File: config.mk
export PLATFORM = sky130hd
export DESIGN_NAME = utf8_to_utf16_decoder
export DESIGN_NICKNAME = d
export VERILOG_FILES = /design/src/sv/utd_pkg.sv /design/src/sv/utf8_to_utf16_decoder.sv /design/src/sv/utd_decode.sv /design/src/sv/utd_res_fifo.sv
export SDC_FILE = /design/constraint.sdc
export NUM_CORES = 1
export LEC_CHECK = 0
export BUFFER_PORTS_ARGS = -buffer_cell sky130_fd_sc_hd__buf_2
export CELL_PAD_IN_SITES_DETAIL_PLACEMENT = 1
export CELL_PAD_IN_SITES_GLOBAL_PLACEMENT = 1
export CORE_AREA = 2 2 173 175
export CTS_BUF_LIST = sky130_fd_sc_hd__clkbuf_16
export CTS_CLUSTER_DIAMETER = 120
export DETAILED_ROUTE_END_ITERATION = 6
export DIE_AREA = 0 0 175 177
export PLACE_DENSITY_LB_ADDON = 0.08
export SLEW_MARGIN = 40
export SYNTH_ARGS = -nofsm -noshare
export SYNTH_HDL_FRONTEND = slang
export SYNTH_SLANG_ARGS = --single-unit
export TNS_END_PERCENT = 1
File: constraint.sdc
create_clock -name clk -period 4.92 [get_ports clk]
set_input_delay 0.246 -clock clk [delete_from_list [all_inputs] [get_ports clk]]
set_output_delay 0.246 -clock clk [all_outputs]
set_load 0.1 [all_outputs]
File: src/sv/utd_pkg.sv
// Shared types, constants and helper functions of the UTF-8 to UTF-16 decoder.
package utd_pkg;

    // Widths fixed by the interface
    localparam int BYTE_W      = 8;
    localparam int UNIT_W      = 31;
    localparam int MAX_UNITS_W = 16;
    localparam int LEN_W       = 3;

    // Default width of the per-string output counter
    localparam int COUNT_WIDTH_DEF = 16;

    // Reset values of the configuration registers
    localparam logic                   UNIT_MODE_RST = 1'b0;
    localparam logic [MAX_UNITS_W-1:0] MAX_UNITS_RST = 16'd1024;

    // Configuration register indexes
    localparam logic CFG_UNIT_MODE = 1'b0;
    localparam logic CFG_MAX_UNITS = 1'b1;

    // Surrogate pair constants
    localparam logic [UNIT_W-1:0] SURR_BASE = 31'h0001_0000;
    localparam logic [15:0]       HI_BASE   = 16'hD800;
    localparam logic [15:0]       LO_BASE   = 16'hDC00;

    // Result queue geometry
    localparam int FIFO_DEPTH = 4;
    localparam int FIFO_PTR_W = 2;
    localparam int FIFO_CNT_W = 3;

    // Status codes of a result
    typedef enum logic [1:0] {
        ST_OK      = 2'd0,
        ST_INVALID = 2'd1,
        ST_FULL    = 2'd2,
        ST_NOLOW   = 2'd3
    } status_t;

    // One result item
    typedef struct packed {
        logic [UNIT_W-1:0] unit;
        logic              has_unit;
        status_t           status;
        logic              final_res;
    } res_t;

    // Up to two results produced by one input byte
    typedef struct packed {
        res_t       r0;
        res_t       r1;
        logic [1:0] n;
    } push_t;

    // Builds a result with the end mark cleared.
    function automatic res_t make_res(input logic [UNIT_W-1:0] u, input logic has,
                                      input status_t st);
        res_t r;
        r.unit      = u;
        r.has_unit  = has;
        r.status    = st;
        r.final_res = 1'b0;
        return r;
    endfunction

    // Sequence length announced by a lead byte; zero for a byte that cannot lead.
    function automatic logic [LEN_W-1:0] lead_len(input logic [BYTE_W-1:0] b);
        logic [LEN_W-1:0] len;
        if (b[7] == 1'b0)
            len = 3'd1;
        else if (b[7:5] == 3'b110)
            len = 3'd2;
        else if (b[7:4] == 4'b1110)
            len = 3'd3;
        else if (b[7:3] == 5'b11110)
            len = 3'd4;
        else if (b[7:2] == 6'b111110)
            len = 3'd5;
        else if (b[7:1] == 7'b1111110)
            len = 3'd6;
        else
            len = 3'd0;
        return len;
    endfunction

    // Payload bits of a lead byte for a sequence of the given length.
    function automatic logic [BYTE_W-1:0] lead_mask(input logic [LEN_W-1:0] len);
        logic [3:0] sh;
        sh = {1'b0, len} + 4'd1;
        return 8'hFF >> sh;
    endfunction

endpackage

File: src/sv/utf8_to_utf16_decoder.sv
// UTF-8 byte stream decoder that emits UTF-16 units or whole code points, one result per transfer.
// Each transfer on the input carries one UTF-8 byte and an end-of-string mark. A byte is
// registered on input and decoded in a single pass once the queue has room, giving zero, one or
// two results (a surrogate pair, or a high surrogate followed by a no-room status) that go into
// a four-entry result queue. One byte is accepted every cycle as long as the queue has room for
// two results; the output side delivers one result per cycle while out_stall is low. The first
// result of a byte is offered once it has passed the input register and the result queue.
// Configuration registers are to be written only while no string byte is in flight.
module utf8_to_utf16_decoder #(
    parameter int COUNT_WIDTH = utd_pkg::COUNT_WIDTH_DEF
) (
    input  logic                              clk,
    input  logic                              rst_n,
    input  logic                              in_valid,
    output logic                              in_stall,
    input  logic [utd_pkg::BYTE_W-1:0]        data_byte,
    input  logic                              end_of_string,
    output logic                              out_valid,
    input  logic                              out_stall,
    output logic [utd_pkg::UNIT_W-1:0]        unit,
    output logic                              has_unit,
    output logic [1:0]                        status,
    output logic                              final_res,
    input  logic                              cfg_we,
    input  logic                              cfg_index,
    input  logic [utd_pkg::MAX_UNITS_W-1:0]   cfg_data
);

    logic                              unit_mode_reg;
    logic [utd_pkg::MAX_UNITS_W-1:0]   max_units_reg;
    logic                              in_valid_reg, in_valid_next;
    logic [utd_pkg::BYTE_W-1:0]        byte_reg;
    logic                              eos_reg;
    logic                              room;
    logic                              go;
    logic                              accept;
    utd_pkg::push_t                    push;
    utd_pkg::res_t                     head;

    // Configuration registers.
    always_ff @(posedge clk or negedge rst_n)
    begin
        if (!rst_n)
        begin
            unit_mode_reg <= utd_pkg::UNIT_MODE_RST;
            max_units_reg <= utd_pkg::MAX_UNITS_RST;
        end
        else if (cfg_we)
        begin
            if (cfg_index == utd_pkg::CFG_UNIT_MODE)
                unit_mode_reg <= cfg_data[0];
            else if (cfg_index == utd_pkg::CFG_MAX_UNITS)
                max_units_reg <= cfg_data;
        end
    end

    // Input register: a byte is decoded when the queue can take its results.
    assign go       = in_valid_reg && room;
    assign in_stall = in_valid_reg && !room;
    assign accept   = in_valid && !in_stall;

    always_comb
    begin
        if (accept)
            in_valid_next = 1'b1;
        else if (go)
            in_valid_next = 1'b0;
        else
            in_valid_next = in_valid_reg;
    end

    always_ff @(posedge clk or negedge rst_n)
    begin
        if (!rst_n)
            in_valid_reg <= 1'b0;
        else
            in_valid_reg <= in_valid_next;
    end

    always_ff @(posedge clk)
    begin
        if (accept)
        begin
            byte_reg <= data_byte;
            eos_reg  <= end_of_string;
        end
    end

    // Decoder proper.
    utd_decode #(
        .COUNT_WIDTH (COUNT_WIDTH)
    ) u_decode (
        .clk           (clk),
        .rst_n         (rst_n),
        .go            (go),
        .data_byte     (byte_reg),
        .end_of_string (eos_reg),
        .unit_mode     (unit_mode_reg),
        .max_units     (max_units_reg),
        .push          (push)
    );

    // Result queue.
    utd_res_fifo u_fifo (
        .clk       (clk),
        .rst_n     (rst_n),
        .push      (push),
        .room      (room),
        .out_valid (out_valid),
        .out_stall (out_stall),
        .head      (head)
    );

    // Output payload from the head of the queue.
    assign unit      = head.unit;
    assign has_unit  = head.has_unit;
    assign status    = head.status;
    assign final_res = head.final_res;

endmodule

File: src/sv/utd_decode.sv
// Decoder state and the single-pass decode of one registered UTF-8 byte.
module utd_decode #(
    parameter int COUNT_WIDTH = utd_pkg::COUNT_WIDTH_DEF
) (
    input  logic                               clk,
    input  logic                               rst_n,
    input  logic                               go,
    input  logic [utd_pkg::BYTE_W-1:0]         data_byte,
    input  logic                               end_of_string,
    input  logic                               unit_mode,
    input  logic [utd_pkg::MAX_UNITS_W-1:0]    max_units,
    output utd_pkg::push_t                     push
);

    localparam int CMP_W = (COUNT_WIDTH > utd_pkg::MAX_UNITS_W) ? COUNT_WIDTH
                                                                : utd_pkg::MAX_UNITS_W;

    logic [utd_pkg::UNIT_W-1:0] acc_reg, acc_next;
    logic [utd_pkg::LEN_W-1:0]  rem_reg, rem_next;
    logic [COUNT_WIDTH-1:0]     cnt_reg, cnt_next;
    utd_pkg::status_t           outc_reg, outc_next;
    logic                       disc_reg, disc_next;

    logic [utd_pkg::LEN_W-1:0]  len;
    logic [utd_pkg::UNIT_W-1:0] cp_cont;
    logic [utd_pkg::UNIT_W-1:0] emit_cp;
    logic [utd_pkg::UNIT_W-1:0] v;
    logic [15:0]                hi;
    logic [15:0]                lo;
    logic                       emit_req;
    logic                       full;
    logic [COUNT_WIDTH-1:0]     cnt1;
    logic [COUNT_WIDTH-1:0]     cnt2;
    utd_pkg::push_t             p;

    // Saturating increment of the output counter.
    function automatic logic [COUNT_WIDTH-1:0] sat_inc(input logic [COUNT_WIDTH-1:0] c);
        return (c == '1) ? c : c + COUNT_WIDTH'(1);
    endfunction

    // Values that do not depend on the decode branch.
    assign len     = utd_pkg::lead_len(data_byte);
    assign cp_cont = {acc_reg[utd_pkg::UNIT_W-7:0], data_byte[5:0]};
    assign cnt1    = sat_inc(cnt_reg);
    assign cnt2    = sat_inc(cnt1);
    assign full    = CMP_W'(cnt_reg) >= CMP_W'(max_units);

    // Decode of one byte: results to push and the next string state.
    always_comb
    begin
        acc_next  = acc_reg;
        rem_next  = rem_reg;
        cnt_next  = cnt_reg;
        outc_next = outc_reg;
        disc_next = disc_reg;
        emit_req  = 1'b0;
        emit_cp   = '0;
        v         = '0;
        hi        = '0;
        lo        = '0;
        p         = '0;
        if (go)
        begin
            if (disc_reg)
            begin
                // Dropping the rest of a failed string; only its end mark reports.
                if (end_of_string)
                begin
                    p.r0 = utd_pkg::make_res('0, 1'b0, outc_reg);
                    p.n  = 2'd1;
                end
            end
            else if (rem_reg == '0)
            begin
                // A lead byte is expected.
                if (full)
                begin
                    p.r0      = utd_pkg::make_res('0, 1'b0, utd_pkg::ST_FULL);
                    p.n       = 2'd1;
                    outc_next = utd_pkg::ST_FULL;
                    disc_next = 1'b1;
                end
                else if (len == 3'd0)
                begin
                    p.r0      = utd_pkg::make_res('0, 1'b0, utd_pkg::ST_INVALID);
                    p.n       = 2'd1;
                    outc_next = utd_pkg::ST_INVALID;
                    disc_next = 1'b1;
                end
                else if (len == 3'd1)
                begin
                    emit_req = 1'b1;
                    emit_cp  = utd_pkg::UNIT_W'(data_byte);
                end
                else
                begin
                    acc_next = utd_pkg::UNIT_W'(data_byte & utd_pkg::lead_mask(len));
                    rem_next = len - 3'd1;
                end
            end
            else
            begin
                // A continuation byte is expected.
                if (data_byte[7:6] != 2'b10)
                begin
                    p.r0      = utd_pkg::make_res('0, 1'b0, utd_pkg::ST_INVALID);
                    p.n       = 2'd1;
                    outc_next = utd_pkg::ST_INVALID;
                    disc_next = 1'b1;
                end
                else
                begin
                    acc_next = cp_cont;
                    rem_next = rem_reg - 3'd1;
                    if (rem_reg == 3'd1)
                    begin
                        emit_req = 1'b1;
                        emit_cp  = cp_cont;
                    end
                end
            end

            // Emit a finished code point as one unit, as a surrogate pair, or as a high surrogate and a no-room status.
            if (emit_req)
            begin
                if (unit_mode || (emit_cp < utd_pkg::SURR_BASE))
                begin
                    p.r0     = utd_pkg::make_res(emit_cp, 1'b1, utd_pkg::ST_OK);
                    p.n      = 2'd1;
                    cnt_next = cnt1;
                end
                else
                begin
                    v    = emit_cp - utd_pkg::SURR_BASE;
                    hi   = utd_pkg::HI_BASE + v[25:10];
                    lo   = utd_pkg::LO_BASE | {6'd0, v[9:0]};
                    p.r0 = utd_pkg::make_res(utd_pkg::UNIT_W'(hi), 1'b1, utd_pkg::ST_OK);
                    p.n  = 2'd2;
                    if (CMP_W'(cnt1) < CMP_W'(max_units))
                    begin
                        p.r1     = utd_pkg::make_res(utd_pkg::UNIT_W'(lo), 1'b1,
                                                     utd_pkg::ST_OK);
                        cnt_next = cnt2;
                    end
                    else
                    begin
                        p.r1      = utd_pkg::make_res('0, 1'b0, utd_pkg::ST_NOLOW);
                        cnt_next  = cnt1;
                        outc_next = utd_pkg::ST_NOLOW;
                        disc_next = 1'b1;
                    end
                end
            end

            // End of string: report a cut-off sequence, mark the last result, clear.
            if (end_of_string)
            begin
                if (!disc_next && (rem_next != '0))
                begin
                    p.r0 = utd_pkg::make_res('0, 1'b0, utd_pkg::ST_INVALID);
                    p.n  = 2'd1;
                end
                if (p.n == 2'd2)
                    p.r1.final_res = 1'b1;
                else if (p.n == 2'd1)
                    p.r0.final_res = 1'b1;
                acc_next  = '0;
                rem_next  = '0;
                cnt_next  = '0;
                outc_next = utd_pkg::ST_OK;
                disc_next = 1'b0;
            end
        end
    end

    assign push = p;

    // String state registers.
    always_ff @(posedge clk or negedge rst_n)
    begin
        if (!rst_n)
        begin
            acc_reg  <= '0;
            rem_reg  <= '0;
            cnt_reg  <= '0;
            outc_reg <= utd_pkg::ST_OK;
            disc_reg <= 1'b0;
        end
        else
        begin
            acc_reg  <= acc_next;
            rem_reg  <= rem_next;
            cnt_reg  <= cnt_next;
            outc_reg <= outc_next;
            disc_reg <= disc_next;
        end
    end

endmodule

File: src/sv/utd_res_fifo.sv
// Small result queue that takes up to two results a cycle and hands out one when not stalled.
module utd_res_fifo (
    input  logic           clk,
    input  logic           rst_n,
    input  utd_pkg::push_t push,
    output logic           room,
    output logic           out_valid,
    input  logic           out_stall,
    output utd_pkg::res_t  head
);

    utd_pkg::res_t                   mem [utd_pkg::FIFO_DEPTH];
    logic [utd_pkg::FIFO_PTR_W-1:0]  wr_ptr_reg, wr_ptr_next;
    logic [utd_pkg::FIFO_PTR_W-1:0]  rd_ptr_reg, rd_ptr_next;
    logic [utd_pkg::FIFO_CNT_W-1:0]  cnt_reg, cnt_next;
    logic [utd_pkg::FIFO_PTR_W-1:0]  wr_ptr_p1;
    logic                            pop;

    // Transfer out of the queue and space for a worst-case push of two.
    assign out_valid = (cnt_reg != '0);
    assign pop       = out_valid && !out_stall;
    assign room      = (cnt_reg <= utd_pkg::FIFO_CNT_W'(utd_pkg::FIFO_DEPTH - 2));
    assign head      = mem[rd_ptr_reg];
    assign wr_ptr_p1 = wr_ptr_reg + utd_pkg::FIFO_PTR_W'(1);

    // Pointer and fill level arithmetic.
    always_comb
    begin
        wr_ptr_next = wr_ptr_reg + utd_pkg::FIFO_PTR_W'(push.n);
        rd_ptr_next = pop ? rd_ptr_reg + utd_pkg::FIFO_PTR_W'(1) : rd_ptr_reg;
        cnt_next    = cnt_reg + utd_pkg::FIFO_CNT_W'(push.n)
                      - utd_pkg::FIFO_CNT_W'(pop);
    end

    // Result storage.
    always_ff @(posedge clk)
    begin
        if (push.n != 2'd0)
            mem[wr_ptr_reg] <= push.r0;
        if (push.n == 2'd2)
            mem[wr_ptr_p1] <= push.r1;
    end

    // Queue control registers.
    always_ff @(posedge clk or negedge rst_n)
    begin
        if (!rst_n)
        begin
            wr_ptr_reg <= '0;
            rd_ptr_reg <= '0;
            cnt_reg    <= '0;
        end
        else
        begin
            wr_ptr_reg <= wr_ptr_next;
            rd_ptr_reg <= rd_ptr_next;
            cnt_reg    <= cnt_next;
        end
    end

endmodule
After elaboration in Yosys (flattened, before gate mapping)
Memory sizes are Yosys's and may differ from the RTL's.
Cells that the tools add are included.

word-level totals
  flip-flop bits (word level) = 81
  bits in latches = 0
  memory bits (writable) = 140
  memory bits (read-only) = 0
  bits of input ports = 31
  output and inout bits = 37
  memories kept = 1

cells by class
  add/sub/neg operators = 12
  multiply operators = 0
  divide/modulo/power cells = 0
  $lt $le $gt $ge = 4
  equality and inequality tests = 18
  shift operators = 1
  mux-type cells = 95
  bitwise gates (word level) = 2
  reduce and logical (&&, ||, !) cells = 21

memories
  name        words  bits a word  rd ports  clocked after memory_dff  write ports  RTL line            source
  u_fifo.mem  4      35           1         0                         2            utd_res_fifo.sv:12  utd_pkg::res_t mem [utd_pkg::FIFO_DEPTH];

operator list
  operator                                                      number
  two-way mux 31 bit                                            7
  two-way mux 35 bit                                            6
  two-way mux 25 bit                                            7
  two-way mux 72 bit                                            2
  two-way mux 16 bit                                            6
  two-way mux 3 bit                                             16
  two-way mux 20 bit                                            2
  two-way mux 2 bit                                             18
  adder 16 x 1 -> 16 bit, second input constant                 2
  equality test 16 bit, second input constant                   2
  less-than comparator 31 x 17 -> 1 bit, second input constant  1
  two-way mux 1 bit                                             30
  subtractor 26 x 17 -> 26 bit, second input constant           1
  adder 16 bit, first input constant                            1
  greater-or-equal comparator 16 bit                            1
  less-than comparator 16 bit                                   1
  != test 3 bit, second input constant                          3
  bitwise AND 8 bit                                             1
  two-way mux 8 bit                                             1
  right shift 8 x 4 -> 8 bit, first input constant              1
  equality test 7 bit, second input constant                    1
  equality test 3 x 1 -> 1 bit, second input constant           2
  equality test 6 bit, second input constant                    1
  zero test 3 bit                                               2
  22 further kinds                                              38

Longest topological paths before layout
Gate-level depths: netlist (run 1).

  depth after elaboration = 32
  gate-level depth with buffers = 24

By module
From an unflattened synthesis (run 1), not the netlist that was laid out.

unflattened totals
  cells, all modules = 1114
  area, all modules = 13594.3 um^2

modules (own cells, without submodules)
  module                 instances  cells an instance  area each (um^2)  sequential area each (um^2)
  utd_res_fifo           1          380                7293.2            4379.2
  utd_decode             1          682                5283.8            1176.1
  utf8_to_utf16_decoder  1          52                 1017.2            721.9

Least setup slack after synthesis (run 1)
No wires, ideal clock.

  path kind = register to register
  from = register u_decode.cnt_reg[1]
  to = memory u_fifo.mem[0][0] (netlist bit) (enable)
  data arrival time = 4.664 ns
  slack = -0.166 ns
  cell stages (with the launch flop) = 18
  path buffers = 4
  clock period less this slack = 5.086 ns
  cells stage by stage = dfrtp_1 -> ha_1 -> buf_2 -> and2_1 -> clkbuf_1 -> a211oi_1 -> xnor2_1 -> inv_1 -> ha_1 -> nand4_1 -> nor4_1 -> o21ai_0 -> o211ai_2 -> a211oi_4 -> o211a_1 -> buf_4 -> clkbuf_1 -> o21ai_0

RTL lines
  element                 RTL line            source
  from (decl)             utd_decode.sv:20    logic [COUNT_WIDTH-1:0] cnt_reg, cnt_next;
  from (signal assigned)  utd_decode.sv:193   cnt_reg <= cnt_next;
  to (decl)               utd_res_fifo.sv:12

==> results of run 1 <==
final timing paths:
path / cells after the start / slack (ps) / endpoint
setup reg to reg: 17 / 280 / u_fifo.mem[1][4]
hold reg to reg: 2 / 480 / u_fifo.mem[1][26]
setup / recovery: 17 / 280 / u_fifo.mem[1][4]
max in group asynchronous: 2 / 4070 / u_fifo.rd_ptr_reg[1]
min in group asynchronous: 2 / 300 / max_units_reg[2]
hold / removal: 3 / 60 / u_fifo.rd_ptr_reg[0]
final cells by class:
class                   count  area [um^2]  share of cell area, %
multi-input cells         880         6799                  44.96
flip-flops and latches    221         5645                  37.34
repair buffers            150         1115                  7.373
clock buffers              27        675.6                  4.468
well taps                 390        488.0                  3.227
inverters                  63        236.5                  1.564
clock inverters            21        161.4                  1.067
metal layers:
layer  up-vias  track usage (%)  share of wire (%)
met2       234            47.17                 50
met3        62            2.792                3.8
li1       4958                -                  -
met1      5557            36.23                 44
met4         0            8.507                2.2
met5         -                0                  0
worst max-delay path, stage by stage (launching register included):
cell	delay (ps)
dfrtp_1	380
ha_1	300
and2_2	300
nand4_1	130
nand2b_1	100
nor3_1	180
xor2_1	360
ha_1	330
nand4_1	200
nor2_1	60
a22oi_1	290
o211ai_2	200
a211oi_4	400
o211a_4	310
buf_12	240
nor2_1	70
buf_4	220
a32o_1	280
cells in the mapped netlist, drive strengths merged, types with 4 or more instances:
cell type  count
and2          12
a31oi         26
o21a           9
nand2b        10
a41oi          4
a2bb2oi        4
o21ai        125
a211oi         9
nor4           8
a21o           6
o211a          4
or3            8
a22o           9
a311oi         8
and4           6
a21oi         41
nand3         70
mux4          35
mux2i         69
o31ai         13
nor2b         13
buf           30
ha            46
a32o          29
xor2           5
dfrtp         71
and3          17
nor3          27
mux2          19
inv           63
a31o           6
nor2          40
nand4         22
o211ai         5
clkbuf        60
or4            6
dfxtp         64
xnor2         20
o22ai         14
or2            6
nand2         83
edfxtp        85
logic make-up after synthesis:
family	Yosys count	share of synthesized area, %
simple gates	340	14.09
flops	221	43.37
buf+inv	153	4.987
xor+xnor	25	1.685
fa+ha+maj	47	4.583
mux	123	13.03
compound gates	345	18.25
power by group through the flow:
| stage | sequential, mW | combinational, mW | clock [mW] |
|---|---|---|---|
| after CTS | 2.58 | 3.94 | 1.94 |
| final | 2.58 | 4.02 | 1.90 |
| after floorplan | 2.35 | 3.06 | 0 |
| after global routing | 2.62 | 4.26 | 2.01 |
| after global placement | 2.59 | 3.85 | 0 |
| after detailed placement | 2.62 | 3.91 | 0 |
cell usage in the layout (no fill, tap or decap), types with 35 or more instances in the layout:
master | netlist | final
mux4_2 | 35 | 35
inv_1 | 62 | 69
a21oi_1 | 38 | 37
nor2_1 | 38 | 37
edfxtp_1 | 85 | 85
nand2_1 | 83 | 82
dfrtp_1 | 71 | 68
buf_4 | 1 | 48
mux2i_1 | 69 | 69
nand3_1 | 70 | 69
buf_2 | 14 | 66
dfxtp_1 | 64 | 64
ha_1 | 46 | 46
o21ai_0 | 120 | 119
stage by stage:
step | instance area (um^2) | utilization, % | setup WS (ps)
final | 15120 | 51.71 | 284.3
after global routing | 15120 | 51.71 | 2.752
after CTS | 15020 | 51.37 | 78.20
after detailed placement | 13920 | 47.58 | 152.7
after global placement | 13890 | 47.50 | 247.4
after floorplan | 13000 | - | 294.8
repair_timing:
action / 4_1_cts / 5_1_grt
resized for setup: 0 / 12
hold buffers: 27 / 0
endpoints found under the hold margin: 98 / 0
buffers inserted: 0 / 2
endpoints found under the setup margin: 0 / 154
==> flow_summary.yaml, run 1 <==
run_status:
  run_status: "completed"
die:
  die-width_um: 175
  rows: 63
  floorplan.core_area_um2: 29240
  floorplan.die.height_um: 177
  pin_count: 68
  fp.dieArea_um2: 30980
  floorplan.initialDensity_pct: 44.44
timing:
  finalSetupViolCount: 0
  worst_slew_pin_slew_ps: 817.7
  fin_hold_ws_ps: 57.95
  timing_hold_violations_final: 0
  timing.fmax_ghz: 0.2157
  fin_crit_ps: 4636
  timing.setup.tns_ps: 0
  finClkSkew_ps: 19.72
  slew_viol_final: 0
  rsz0062_at_grt: "false"
  slew_headroom_pct: 45.49
  period_share_pct: 94.22
cts:
  ctsHtreeMaxLevel: 1
  cts_tree: "done"
  cts.sinks: 221
  clock_latency_ps: 550
  cts_root_buffer: "clkbuf_16"
  cts_made_buffers: 26
  clock_path_buffers: 3
  clkTransAtPathRegs_ps: 70
yosys:
  mappedNetlistArea_um2: 13000
  dominantRegCellSynth: "edfxtp_1"
  syn_nets: 1332
  synth.top_cell.area_share_pct: 19.64
  ys_async_sr_fraction_pct: 32.58
  synth-seq-cells: 221
  syn_area_per_cell_um2: 10.36
  synth_cell_types: 88
  synth.yosys.warnings: 0
  netlist_top_cells_area: "edfxtp_1 20%, dfrtp_1 14%, dfxtp_1 9.9%"
  yosysSeqAreaShare_pct: 43.37
  number_of_enable_flip_flop_cells_after_synthesis: 85
  synthCells: 1254
  synthDominantAreaCellType: "edfxtp_1"
job:
  count_of_maximum_capacitance_violations: 0
hold_path:
  type_of_the_tightest_min_delay_check: "in -> reg"
  timing.hold.worst.start: "out_stall"
drt:
  vias: 10810
  detail_route.iter0.violations: 707
  routed_wirelength_um: 42260
  via_per_inst: 6.171
  post_drt_wl_per_cell_um: 24.12
  post-route-drc-count: 0
  ant_nets: 0
  drt_pass_1_iters: 5
global_route:
  grt_antenna_before_repair: 0
  maximum_number_of_pins_on_one_net_before_global_route_repair: 73
  grt_use_total_pct: 27.31
  grt_first_pass_wirelength_um: 66270
  first_global_vias: 11330
  globalRouteOverflowTotal: 0
setup_path:
  timing.critical_path.from_type: "flop"
  worstReg2RegStart: "u_decode.cnt_reg[0]"
  cp_data_required_time_ps: 5210
  cp_data_arrival_time_ps: 4920
  critPathCaptureType: "flop"
  critical_path_fanouts_max: 36
  worst_setup_path_startpoint: "u_decode.cnt_reg[0]"
  worstSetupPathType: "reg -> reg"
placed_design:
  dpl.cell_count: 1674
  portBuffers: 67
  finalWeightedCongestion: 0.8831
  hpwl_um: 29530
pwr:
  total_leakage_power_nw: 6.052
  sequentialPowerShare_pct: 30.3
  combinationalPowerShare_pct: 47.3
  cell_internal_pwr_mw: 4.517
  power.total_mw: 8.504
  switching_share_pct: 46.88
  p_switching_mw: 3.987
  pwr_density_cell_nw_per_um2: 562.4
  vdd.ir_drop.worst_uv: 380.3
  p_clk_share_pct: 22.4
layout:
  layout-drive-gt1-share_pct: 19.97
  largest_register_ffs: 140
  final-instance-count-excl-fill: 1752
  num-nets-final: 1420
  antennaDiodeCount: 0
  fill_cell_count: 3184
  syn_to_final_growth_pct: 16.35
Note: power is estimated with default switching activity, not from simulation.
==> run 2: changes to the inputs <==
--- a/config.mk
+++ b/config.mk
@@ -8,14 +8,15 @@
 export BUFFER_PORTS_ARGS = -buffer_cell sky130_fd_sc_hd__buf_2
 export CELL_PAD_IN_SITES_DETAIL_PLACEMENT = 1
 export CELL_PAD_IN_SITES_GLOBAL_PLACEMENT = 1
-export CORE_AREA = 2 2 173 175
+export CORE_AREA = 2 2 175 177
 export CTS_BUF_LIST = sky130_fd_sc_hd__clkbuf_16
 export CTS_CLUSTER_DIAMETER = 120
 export DETAILED_ROUTE_END_ITERATION = 6
-export DIE_AREA = 0 0 175 177
+export DIE_AREA = 0 0 177 179
 export PLACE_DENSITY_LB_ADDON = 0.08
 export SLEW_MARGIN = 40
 export SYNTH_ARGS = -nofsm -noshare
 export SYNTH_HDL_FRONTEND = slang
+export SYNTH_HIERARCHICAL = 1
 export SYNTH_SLANG_ARGS = --single-unit
 export TNS_END_PERCENT = 1
==> flow_summary.yaml, run 2 <==
global_route:
  first_global_vias: 10080
  maximum_number_of_pins_on_one_net_before_global_route_repair: 50
  grt_first_pass_wirelength_um: 58160
  grt_antenna_before_repair: 0
  globalRouteOverflowTotal: 0
  grt_use_total_pct: 23.67
die:
  die-width_um: 177
  pin_count: 68
  floorplan.initialDensity_pct: 45.27
  rows: 64
  fp.dieArea_um2: 31680
  floorplan.die.height_um: 179
  floorplan.core_area_um2: 30030
drt:
  post-route-drc-count: 0
  post_drt_wl_per_cell_um: 22.69
  detail_route.iter0.violations: 610
  routed_wirelength_um: 37330
  ant_nets: 0
  drt_pass_1_iters: 5
  via_per_inst: 5.894
  vias: 9696
timing:
  timing_hold_violations_final: 0
  finClkSkew_ps: 14.31
  finalSetupViolCount: 0
  fin_hold_ws_ps: 87.53
  slew_headroom_pct: 43.02
  fin_crit_ps: 4767
  timing.fmax_ghz: 0.2098
  rsz0062_at_grt: "true"
  slew_viol_final: 0
  period_share_pct: 96.89
  worst_slew_pin_slew_ps: 851.6
layout:
  layout_commonest_cell: "edfxtp_1"
  antennaDiodeCount: 0
  layout-drive-gt1-share_pct: 32.99
  most-common-layout-cells: "149 x edfxtp_1, 119 x mux2_2, 70 x dfrtp_1, 67 x buf_4, 66 x buf_2"
  num-nets-final: 1308
  syn_to_final_growth_pct: 16.47
  fill_cell_count: 3123
  largest_register_ffs: 140
placed_design:
  portBuffers: 67
  hpwl_um: 25110
  finalWeightedCongestion: 0.8668
yosys:
  synthTopCellsByCount: "149 x edfxtp_1, 119 x mux2_2, 71 x dfrtp_1"
  netlist_top_cells_area: "edfxtp_1 33%, dfrtp_1 13%, mux2_2 9.9%"
  synth.most_common_cell: "edfxtp_1"
  synthCells: 1114
  syn_area_per_cell_um2: 12.20
  dominantRegCellSynth: "edfxtp_1"
  synth_cell_types: 84
  synth.top_cell.area_share_pct: 32.91
  synth-seq-cells: 221
  yosysSeqAreaShare_pct: 46.18
  ys_async_sr_fraction_pct: 32.58
  number_of_enable_flip_flop_cells_after_synthesis: 149
  mappedNetlistArea_um2: 13590
  synthDominantAreaCellType: "edfxtp_1"
  synth.yosys.warnings: 6
cts:
  clkTransAtPathRegs_ps: 60
  ctsHtreeMaxLevel: 1
  clock_latency_ps: 530
  cts_made_buffers: 25
  cts.sinks: 221
  cts_tree: "done"
  clock_path_buffers: 3
  cts_root_buffer: "clkbuf_16"
pwr:
  total_leakage_power_nw: 6.392
  pwr_density_cell_nw_per_um2: 541.8
  vdd.ir_drop.worst_uv: 267.1
  power.total_mw: 8.578
setup_path:
  cp_data_arrival_time_ps: 5040
  timing.critical_path.from_type: "flop"
  critical_path_fanouts_max: 18
  worstSetupPathType: "reg -> reg"
  critPathCaptureType: "flop"
  cp_data_required_time_ps: 5190
job:
  count_of_maximum_capacitance_violations: 0
run_status:
  run_status: "completed"
hold_path:
  type_of_the_tightest_min_delay_check: "in -> reg"
[run 2: timing repair]
item                                   CTS  global route
gates resized for setup                  4            16
setup buffers                            3             9
pin swaps                                4             6
setup endpoints to repair              158           266
gates cloned                             1             0
endpoints found under the hold margin   51             0
hold buffers                            28             0
[run 2: final timing paths]
path | cells after the start | slack (ps) | end | from
hold / removal | 3 | 90 | unit_mode_reg | cfg_we
min in group asynchronous | 2 | 160 | max_units_reg[13] | rst_n
max in group asynchronous | 3 | 3690 | u_fifo/rd_ptr_reg[0] | rst_n
hold reg to reg | 1 | 480 | u_fifo/rd_ptr_reg[1] | u_fifo/rd_ptr_reg[1]
setup / recovery | 20 | 150 | u_fifo/mem[1][3] | u_decode/cnt_reg[13]
setup reg to reg | 20 | 150 | u_fifo/mem[1][3] | u_decode/cnt_reg[13]
[run 2: logic make-up after synthesis]
| group | share of synthesized area, % |
|---|---|
| simple gates | 11.04 |
| compound gates | 10.70 |
| other cells | 0.02759 |
| xor+xnor | 1.611 |
| mux | 20.74 |
| buf+inv | 5.338 |
| fa+ha+maj | 4.381 |
| flops | 46.18 |
[run 2: where the power goes]
group	internal, mW	leakage (nW)	switching, mW
Clock	0.965	0.423	0.736
Sequential	2.44	2.29	0.387
Combinational	1.17	3.67	2.88
[run 2: critical path, cell delays in order, from the launching register on]
cell and delay, ps:
dfrtp_1 570, nand3_1 240, nor4_1 280, buf_4 160
mux2i_1 230, inv_1 120, ha_1 350, nand4_1 140
nor3_2 250, nand2_1 140, o211a_4 310, nor2_4 140
a211oi_4 60, o211a_1 160, nor3_2 180, buf_4 150
inv_2 50, nor4_4 190, buf_4 210, buf_12 200
mux2_2 360
[run 2: cell type report]
class / count / area, um^2 / share of cell area [%]
Clock buffer: 25 / 625.6 / 3.951
Clock inverter: 21 / 111.4 / 0.7033
Inverter: 43 / 161.4 / 1.019
Multi-Input combinational cell: 767 / 6835 / 43.17
Sequential cell: 221 / 6281 / 39.67
Tap cell: 396 / 495.5 / 3.129
Timing Repair Buffer: 172 / 1324 / 8.360
[run 2: per-layer routing]
layer  track usage [%]  vias to the layer above  wire length, um
li1                  -                     4520                -
met1             32.58                     4943            17120
met2             40.11                      185            18220
met3             3.117                       48             1344
met4             4.924                        0              647
met5                 0                        -                0
[run 2: through the flow]
stage                     setup WS [ps]  util, %  std cells  setup TNS [ps]  cell area [um^2]
after floorplan                   22.93        -       1129               0             13720
after detailed placement         -73.95    48.58       1558           -1335             14590
after global placement            72.40    48.58       1558               0             14590
after global routing             -19.55    52.73       1645          -362.3             15830
after CTS                         4.463    52.22       1636               0             15680
final                             152.8    52.73       1645               0             15830
==> run 3: changes to the inputs <==
--- a/config.mk
+++ b/config.mk
@@ -8,12 +8,13 @@
 export BUFFER_PORTS_ARGS = -buffer_cell sky130_fd_sc_hd__buf_2
 export CELL_PAD_IN_SITES_DETAIL_PLACEMENT = 1
 export CELL_PAD_IN_SITES_GLOBAL_PLACEMENT = 1
-export CORE_AREA = 2 2 175 177
+export CORE_AREA = 2 2 161 163
 export CTS_BUF_LIST = sky130_fd_sc_hd__clkbuf_16
 export CTS_CLUSTER_DIAMETER = 120
 export DETAILED_ROUTE_END_ITERATION = 6
-export DIE_AREA = 0 0 177 179
+export DIE_AREA = 0 0 163 165
 export PLACE_DENSITY_LB_ADDON = 0.08
+export REMOVE_ABC_BUFFERS = 1
 export SLEW_MARGIN = 40
 export SYNTH_ARGS = -nofsm -noshare
 export SYNTH_HDL_FRONTEND = slang
==> constraint.sdc (replaced) <==
create_clock -name clk -period 5.5 [get_ports clk]
set_input_delay 0.275 -clock clk [delete_from_list [all_inputs] [get_ports clk]]
set_output_delay 0.275 -clock clk [all_outputs]
set_load 0.1 [all_outputs]
==> flow_summary.yaml, run 3 (synthesized netlist as in run 2, its figures left out) <==
timing:
  finClkSkew_ps: 26.27
  finalSetupViolCount: 0
  period_share_pct: 93.80
  rsz0062_at_grt: "false"
  worst_slew_pin_slew_ps: 861.0
  slew_viol_final: 0
  fin_crit_ps: 5159
  slew_headroom_pct: 42.46
  timing_hold_violations_final: 0
  timing.fmax_ghz: 0.1938
placed_design:
  finalWeightedCongestion: 0.9100
  portBuffers: 67
  placed_area_um2: 14600
  hpwl_um: 27260
  dpl.cell_count: 1506
setup_path:
  worst_setup_path_startpoint: "u_decode/cnt_reg[10]"
  critical_path_fanouts_max: 10
  timing.critical_path.from_type: "flop"
  reg2regPathDepth: 22
  cp_data_arrival_time_ps: 5600
  worstSetupPathType: "reg -> reg"
  worst_r2r_setup_slack_ps: 340
  r2r_end: "u_fifo/cnt_reg[2]"
  critPathCaptureType: "flop"
  worstReg2RegStart: "u_decode/cnt_reg[10]"
  cp_data_required_time_ps: 5940
cts:
  clkTransAtPathRegs_ps: 60
  clock_path_buffers: 3
  cts_tree: "done"
  ctsHtreeMaxLevel: 1
  clock_latency_ps: 540
  cts_made_buffers: 25
  cts_root_buffer: "clkbuf_16"
  post_cts_buffers: 0
  cts.sinks: 221
die:
  floorplan.die.height_um: 165
  fp.dieArea_um2: 26900
  rows: 58
  pin_count: 68
  floorplan.core_area_um2: 25040
  die-width_um: 163
  floorplan.initialDensity_pct: 54.30
drt:
  via_per_inst: 6.339
  vias: 10010
  drt_pass_1_iters: 5
  post_drt_wl_per_cell_um: 24.87
  post-route-drc-count: 0
  ant_nets: 0
  routed_wirelength_um: 39280
  detail_route.iter0.violations: 631
global_route:
  globalRouteOverflowTotal: 0
  grt_antenna_before_repair: 0
  first_global_vias: 10720
  grt_use_total_pct: 29.70
  maximum_number_of_pins_on_one_net_before_global_route_repair: 73
  grt_first_pass_wirelength_um: 61310
pwr:
  sequentialPowerShare_pct: 32.4
  switching_share_pct: 46.89
  pwr_density_cell_nw_per_um2: 492.0
  cell_internal_pwr_mw: 4.099
  p_switching_mw: 3.619
  vdd.ir_drop.worst_uv: 465.8
  total_leakage_power_nw: 6.374
  combinationalPowerShare_pct: 47.0
  p_clk_share_pct: 20.6
job:
  count_of_maximum_capacitance_violations: 0
layout:
  syn_to_final_growth_pct: 15.37
  final-instance-count-excl-fill: 1579
  fill_cell_count: 2518
  num-nets-final: 1308
  largest_register_ffs: 140
  layout-drive-gt1-share_pct: 32.27
  finish.instance_area_um2: 15680
  antennaDiodeCount: 0
  layout_commonest_cell: "edfxtp_1"
  final_util_pct: 62.64
  most-common-layout-cells: "149 x edfxtp_1, 119 x mux2_2, 70 x dfrtp_1, 66 x buf_2, 66 x buf_4"
hold_path:
  timing.hold.worst.start: "out_stall"
  type_of_the_tightest_min_delay_check: "in -> reg"
  min_delay_path_depth: 3
  min_delay_worst_endpoint: "u_fifo/rd_ptr_reg[1]"
run_status:
  run_status: "completed"
## run 3: per-layer routing
layer	global-route usage (%)	share of wire [%]	routed length, um
met5	0	0	0
met4	12.71	4.5	1768
met3	3.516	4.2	1663
met2	54.24	52	20410
met1	35.42	39	15430
## run 3: through the flow
| step | total power [mW] | hold slack, ps | setup TNS, ps | setup WS [ps] |
|---|---|---|---|---|
| 3_3_place_gp | 6.004 | 453.4 | 0 | 325.9 |
| 6_report | 7.717 | 53.66 | 0 | 341.1 |
| 3_5_place_dp | 6.108 | 363.9 | 0 | 178.3 |
| 4_1_cts | 7.739 | 1.269 | 0 | 127.9 |
| 5_1_grt | 8.044 | 73.76 | 0 | 66.55 |
| 2_1_floorplan | 5.165 | -20.59 | -106900 | -1539 |
## run 3: what timing repair did
action / 4_1_cts / 5_1_grt
hold endpoints to repair: 97 / 1
hold buffers: 26 / 1
setup endpoints to repair: 0 / 213
gates resized for setup: 0 / 4
## run 3: cell type report
class / count / area (um^2) / share of cell area, %
multi-input cells: 767 / 6726 / 42.89
flip-flops and latches: 221 / 6279 / 40.03
repair buffers: 172 / 1330 / 8.480
clock buffers: 25 / 625.6 / 3.989
well taps: 330 / 412.9 / 2.633
inverters: 43 / 161.4 / 1.029
clock inverters: 21 / 148.9 / 0.9493
## run 3: how the worst max path moves through the flow
stage	depth (start not counted)	end
2_1_floorplan	15	u_fifo/mem[0][0]
3_3_place_gp	19	u_fifo/mem[1][5]
3_5_place_dp	18	u_fifo/mem[0][4]
4_1_cts	18	u_fifo/mem[0][6]
5_1_grt	22	u_fifo/cnt_reg[2]
6_report	22	u_fifo/cnt_reg[2]
## run 3: power groups by stage
stage / combinational, mW / sequential [mW] / clock, mW
after global placement: 3.50 / 2.51 / 0
final: 3.63 / 2.50 / 1.59
after floorplan: 2.68 / 2.49 / 0
after detailed placement: 3.59 / 2.52 / 0
after global routing: 3.82 / 2.54 / 1.68
after CTS: 3.62 / 2.49 / 1.62
## run 3: worst max-delay path, cell delays in order, from the launching register on
cell	delay, ps
dfrtp_1	470
nand4_4	210
or3_1	450
o21a_1	210
or2_2	310
ha_1	290
a21oi_1	140
o21ai_0	130
a221oi_1	390
buf_4	200
o211a_1	170
nor2_1	70
a211oi_2	290
o211a_1	250
nor3_1	60
buf_4	150
buf_4	130
inv_1	220
ha_1	180
inv_1	40
fa_1	370
xnor2_1	200
xnor2_1	140
